## src/hw/rtl/e2q_pkg.sv

```systemverilog
// Shared types, constants and rounding helper for the Euler-to-quaternion pipeline.
package e2q_pkg;

  localparam int CORDIC_STEPS = 30;
  localparam int WORK_FRAC    = 30;
  localparam int PHASE_W      = 32;
  localparam int DATA_W       = 32;
  localparam int PROD_W       = 2 * DATA_W;
  localparam int NUM_TERMS    = 8;
  localparam int NUM_COMP     = 4;
  localparam int QUAT_W       = 16;
  localparam int OUT_W        = NUM_COMP * QUAT_W;

  // CORDIC gain in Q30
  localparam logic signed [DATA_W-1:0] CORDIC_GAIN = 32'sd652032874;

  // arctan(2^-i) in phase units, 2^32 per turn
  localparam logic signed [PHASE_W-1:0] ATAN_TABLE [CORDIC_STEPS] = '{
    32'sd536870912, 32'sd316933406, 32'sd167458907, 32'sd85004756,
    32'sd42667331,  32'sd21354465,  32'sd10679838,  32'sd5340245,
    32'sd2670163,   32'sd1335087,   32'sd667544,    32'sd333772,
    32'sd166886,    32'sd83443,     32'sd41722,     32'sd20861,
    32'sd10430,     32'sd5215,      32'sd2608,      32'sd1304,
    32'sd652,       32'sd326,       32'sd163,       32'sd81,
    32'sd41,        32'sd20,        32'sd10,        32'sd5,
    32'sd3,         32'sd1
  };

  typedef logic signed [DATA_W-1:0] q30_t;

  typedef struct packed {
    q30_t cosv;
    q30_t sinv;
  } cs_t;

  // Q60 product back to Q30, round half up
  function automatic q30_t round_q30(input logic signed [PROD_W-1:0] p);
    logic signed [PROD_W-1:0] t;
    t = p + (PROD_W'(1) <<< (WORK_FRAC - 1));
    return t[WORK_FRAC+DATA_W-1:WORK_FRAC];
  endfunction

endpackage

```

## src/hw/rtl/e2q_out.sv

```systemverilog
// Output stage: pairs terms, rounds to the output fraction and saturates to +-1.0.
module e2q_out
  import e2q_pkg::*;
#(
  parameter int QUAT_FRAC_BITS = 14
) (
  input  logic              clk_i,
  input  logic              en_i,
  input  q30_t              term_i [NUM_TERMS],
  output logic [QUAT_W-1:0] quat_o [NUM_COMP]
);

  localparam int SumW  = DATA_W + 2;
  localparam int Shift = WORK_FRAC - QUAT_FRAC_BITS;
  localparam logic signed [SumW-1:0] One  = SumW'(1) <<< QUAT_FRAC_BITS;
  localparam logic signed [SumW-1:0] Half = SumW'(1) <<< (Shift - 1);

  for (genvar k = 0; k < NUM_COMP; k++) begin : g_comp
    logic signed [SumW-1:0] sum, rnd, sat;
    logic [QUAT_W-1:0]      q_q;

    // w and y add their terms, x and z subtract
    if (k % 2 == 0) begin : g_add
      assign sum = SumW'(term_i[2*k]) + SumW'(term_i[2*k+1]);
    end else begin : g_sub
      assign sum = SumW'(term_i[2*k]) - SumW'(term_i[2*k+1]);
    end

    assign rnd = (sum + Half) >>> Shift;

    always_comb begin
      if (rnd > One) begin
        sat = One;
      end else if (rnd < -One) begin
        sat = -One;
      end else begin
        sat = rnd;
      end
    end

    always_ff @(posedge clk_i) begin
      if (en_i) begin
        q_q <= sat[QUAT_W-1:0];
      end
    end

    assign quat_o[k] = q_q;
  end

endmodule

```

## config.mk

```make
export PLATFORM = sky130hd
export DESIGN_NAME = e2q_out
export DESIGN_NICKNAME = d
export VERILOG_FILES = /design/src/hw/rtl/e2q_pkg.sv /design/src/hw/rtl/e2q_out.sv
export SDC_FILE = /design/constraint.sdc
export NUM_CORES = 1
export LEC_CHECK = 0
export BUFFER_PORTS_ARGS = -buffer_cell sky130_fd_sc_hd__buf_2
export CAP_MARGIN = 20
export CORE_ASPECT_RATIO = 1.1
export CORE_MARGIN = 2
export CORE_UTILIZATION = 48
export CTS_CLUSTER_SIZE = 10
export DETAILED_ROUTE_END_ITERATION = 10
export PLACE_DENSITY = 0.79
export SLEW_MARGIN = 20
export SYNTH_ARGS = -nofsm -noshare
export SYNTH_HDL_FRONTEND = slang
export SYNTH_SLANG_ARGS = --single-unit
```

## constraint.sdc

```tcl
create_clock -name clk_i -period 3.5 [get_ports clk_i]
set_input_delay 0.35 -clock clk_i [delete_from_list [all_inputs] [get_ports clk_i]]
set_output_delay 0.35 -clock clk_i [all_outputs]
set_load 0.005 [all_outputs]
```

* Word-level counts from Yosys, hierarchy flattened *
Index checks and enable logic that the tools add are counted.

operators by class
  $add $sub $neg = 8
  magnitude comparators = 8
  multiplexer cells = 4
  reductions and logical operators = 4

operators with widths
  kind                      count
  $add A33 B17 Y34 const B  4
  $gt A18 B16 Y1 const B    4
  $lt A18 B15 Y1 const B    4
  $add A32 B32 Y33          2
  $sub A32 B32 Y33          2
  $mux W16                  4
  $reduce_or A2 Y1          4

word-level totals
  bits in registers = 64
  input bits = 258
  output and inout port bits = 64
  word-level logic and storage cells = 32

* Logic depth before layout (Yosys ltp) *
  word-level depth = 4
  gate-level depth with buffers = 14
  depth with buffers taken out = 14

* Worst setup path before layout *
OpenSTA, ideal clock, no wires.

  path type = input to register
  start = input port term_i[135] (netlist bit)
  end = register g_comp[1].q_q[8] (data pin)
  library setup time = 152 ps
  arrival time = 3275 ps
  required time = 3348 ps
  slack = 73 ps
  cell stages on the path = 12
  buffers on the path = 0
  cells stage by stage = inv_1 -> ha_1 -> ha_1 -> and2_4 -> a221o_1 -> a211oi_2 -> a211oi_1 -> a2111o_1 -> or4_1 -> nor4b_4 -> or3_1 -> o21ai_0

between the ends
  cells in the longest elaborated chain, start to end = 4
  elaborated cells on any way between the ends = 5
  those cells by class = add/sub: 2; order compare: 2; reduce/logical: 1

RTL lines
  element                                                  RTL line                      source
  start: declaration                                       e2q_out.sv:9                  input q30_t term_i [NUM_TERMS],
  $sub A32 B32 Y33 (*)                                     e2q_out.sv:26                 assign sum = SumW'(term_i[2*k]) - SumW'(term_i[2*k+1]);
  $add A33 B17 Y34 (*)                                     e2q_out.sv:29                 assign rnd = (sum + Half) >>> Shift;
  $gt A18 B16 Y1 / $lt A18 B15 Y1 (equally long branches)  e2q_out.sv:32, e2q_out.sv:34
  $reduce_or A2 Y1 (no source line)                        --
  end signal: assignment                                   e2q_out.sv:43                 q_q <= sat[QUAT_W-1:0];
  end: declaration                                         e2q_out.sv:20                 logic [QUAT_W-1:0] q_q;

Every way passes the cells marked *; elsewhere a longest branch is shown, timed or not.
A chain may end at the register's enable or synchronous reset.

* Worst setup path in the final report *
Ends and elaborated chain as after synthesis.

==> results.py <==
metrics = {
    "logic_synthesis": {
        "yosysTopAreaCellShare": 0.3180,
        "synth_area_sq_mm": 0.009757,
        "synth_seq_cells": 64,
        "synthTopCellsByArea": "ha_1 32%, edfxtp_1 20%, a21oi_1 5.4%",
        "avgSynthCellArea_sq_um": 8.589,
        "async_flop_share": 0,
        "synthesis.nets": 1642,
        "seq_area_frac_synth": 0.1970,
        "synth-edff-count": 64,
        "ys_types": 68,
        "synth_flop_cell": "edfxtp_1",
        "yosys.area.top_type": "ha_1",
        "ys_warn_count": 0,
        "synth_cells": 1136,
    },
    "worst_setup_path": {
        "cp.arrival_ns": 3.53,
        "slowest_stage": "or4_1",
        "cp_max_fo": 9,
        "slowest_delay_ns": 0.52,
        "cpMostUsedCell": "buf_4",
        "critPathCaptureType": "flop",
        "critPathLaunchType": "input pin",
        "crit_chain": "buf_2, inv_1, ha_1, ha_4, and2_4, a221o_1, a211oi_2, buf_4, buf_4, a2111o_1, nand3_1, inv_1, or4_1, nor4b_4, buf_4, or3_1, o21ai_0",
        "crit_type": "in2reg",
        "required_ns": 3.68,
        "path_delay_family": "simple AND/OR/NAND/NOR gates",
        "worst-path-buf-inv": 6,
    },
    "place": {
        "portBuffers": 321,
        "dpl.hpwl_um": 22520,
        "placed_area_sq_mm": 0.01199,
        "gp_congestion": 0.9119,
        "pre_cts_slack_ns": -0.2501,
    },
    "drt": {
        "finalWirelength_um": 25960,
        "firstDrtPassIters": 6,
        "viasPerCell": 5.598,
        "num_vias": 9852,
        "dr.first_iter.drc_count": 489,
        "drc": 0,
        "avgRoutedWirePerCell_um": 14.75,
        "antenna_left": 0,
    },
    "cts": {
        "cts_buffer_depth": 2,
        "tritoncts": "done",
        "clock-sinks": 64,
        "cts-root-buf": "clkbuf_16",
        "htree_num_levels": 3,
        "clk_pin_slew_ns": 0.05,
        "cts_buffers": 9,
    },
    "die": {
        "die_w_um": 139.9,
        "start_util": 0.4912,
        "die_area_sq_mm": 0.02148,
        "rows": 54,
        "die_h_um": 153.5,
        "ios": 322,
        "coreArea_sq_mm": 0.01986,
    },
    "grt": {
        "grt_pass1_wl_um": 42480,
        "grtUsageTotal": 0.2337,
        "overflow": 0,
        "antenna_found_initial": 0,
        "grt_max_degree": 65,
        "grt_pass1_vias": 9555,
    },
    "timing": {
        "fin_crit_sh": 0.9588,
        "min_period_ns": 3.356,
        "fmax_mhz": 298.0,
        "hold_viol": 0,
        "slew_viol_final": 0,
        "fin_ws_ns": 0.1440,
        "tightest_slew_ns": 0.8173,
        "finalSetupViolCount": 0,
        "slew_headroom": 0.4551,
        "finalSetupTns_ns": 0,
        "whs_ns": 0.5849,
    },
    "cells_and_area": {
        "final_layout_size_suffix_gt1_frac": 0.2739,
        "diodes": 0,
        "largest_register_ffs": 64,
        "finalInstanceArea_sq_mm": 0.01240,
        "area_growth_pct": 27.08,
        "reg_top3": "g_comp.q_q x64",
        "largest_register": "g_comp.q_q",
        "nNetsFinal": 2010,
    },
    "power": {
        "peakVddDrop_v": 0.0002255,
        "power_mw": 4.029,
        "power_leakage_nw": 6.332,
        "cellPowerDensity_mw_per_mm2": 324.9,
    },
    "flow_run": {
        "max_cap_viol_count": 0,
    },
    "min_path": {
        "hold_class": "in2reg",
    },
    "outcome": {
        "status": "completed",
    },
}
==> stage by stage <==
step | utilization | instances
floorplan | - | 1136
global placement | 0.6038 | 1741
detailed placement | 0.6038 | 1741
CTS | 0.6194 | 1756
global route | 0.6242 | 1760
finish | 0.6242 | 1760
==> cell usage in the layout (no fill, tap or decap), types with 4 or more instances in the layout <==
cell type,Yosys,final
edfxtp_1,64,64
a221oi_1,8,8
and3_1,13,13
o211ai_1,7,7
nand4_1,19,19
nor4_1,8,6
o21a_1,12,12
and2_1,13,13
xor2_1,25,25
buf_2,7,321
nand2_1,86,86
a221o_1,5,5
o31ai_1,5,5
a21boi_0,9,9
o21ai_0,61,60
nor3b_1,5,5
a21o_1,29,29
a31o_2,4,4
o22ai_1,4,4
and4_1,8,8
a211o_1,8,8
xnor2_1,34,34
ha_1,248,245
nor2_1,63,63
a211oi_1,14,14
nor2b_1,8,8
buf_4,0,54
a31oi_1,15,15
nand3_1,27,27
inv_1,101,101
nor3_1,23,23
a21oi_1,106,106
nand2b_1,8,8
or3_1,11,11
o21bai_1,11,11
clkbuf_16,0,9
a311oi_1,4,4
==> cell families (layout without fill, tap and decap cells) <==
family          count (synthesis)  count (layout)  synth area share
compound gates                334             334            0.2216
xor+xnor                       59              59           0.05296
fa+ha+maj                     248             248            0.3180
buf+inv                       120             492           0.04706
flops                          64              64            0.1970
mux                             3               3          0.003078
simple gates                  308             308            0.1603
==> routing by layer <==
metal  global-route usage  wire, um  up-vias
met4              0.07238       629        0
met3              0.03083      1377       42
li1                     -         -     5019
met5                    0         0        -
met2               0.4374     13020      341
met1               0.2754     10940     4450
==> cells in the mapped netlist, types with 8 or more instances <==
cell,n
ha_1,248
a21oi_1,106
inv_1,101
nand2_1,86
edfxtp_1,64
nor2_1,63
o21ai_0,61
xnor2_1,34
a21o_1,29
nand3_1,27
xor2_1,25
nor3_1,23
nand4_1,19
a31oi_1,15
a211oi_1,14
and2_1,13
and3_1,13
o21a_1,12
clkbuf_1,11
o21bai_1,11
or3_1,11
a21boi_0,9
a211o_1,8
a221oi_1,8
and4_1,8
nand2b_1,8
nor2b_1,8
nor4_1,8
==> timing repair <==
item,4_1_cts,5_1_grt
hold buffers,0,0
buffers inserted,0,4
resized for setup,0,8
endpoints found under the setup margin,0,26
==> final cells by class <==
| class | count | area (sq um) |
|---|---|---|
| Clock buffer | 10 | 229.0 |
| Clock inverter | 5 | 81.33 |
| Fill cell | 1707 | 7465 |
| Inverter | 101 | 379.1 |
| Multi-Input combinational cell | 952 | 7441 |
| Sequential cell | 64 | 1922 |
| Tap cell | 252 | 315.3 |
| Timing Repair Buffer | 376 | 2032 |
==> final timing paths <==
check / start / to / slack, ns / cells after the start
worst min-delay path: term_i[255] / g_comp[0].q_q[15]$_SDFFCE_PN0P_ / 0.58 / 3
worst max-delay path: term_i[135] / g_comp[1].q_q[8]$_SDFFCE_PP0P_ / 0.14 / 17
==> power by group <==
part | internal (mW) | total (mW) | switching (mW)
registers | 0.994 | 1.03 | 0.0363
logic | 0.958 | 2.07 | 1.11
clock network | 0.620 | 0.931 | 0.311
==> tightest hold or removal path: stages <==
cell	delay, ns
buf_2	0.09
ha_1	0.18
a32o_1	0.18
(Power assumes the default switching activity.)
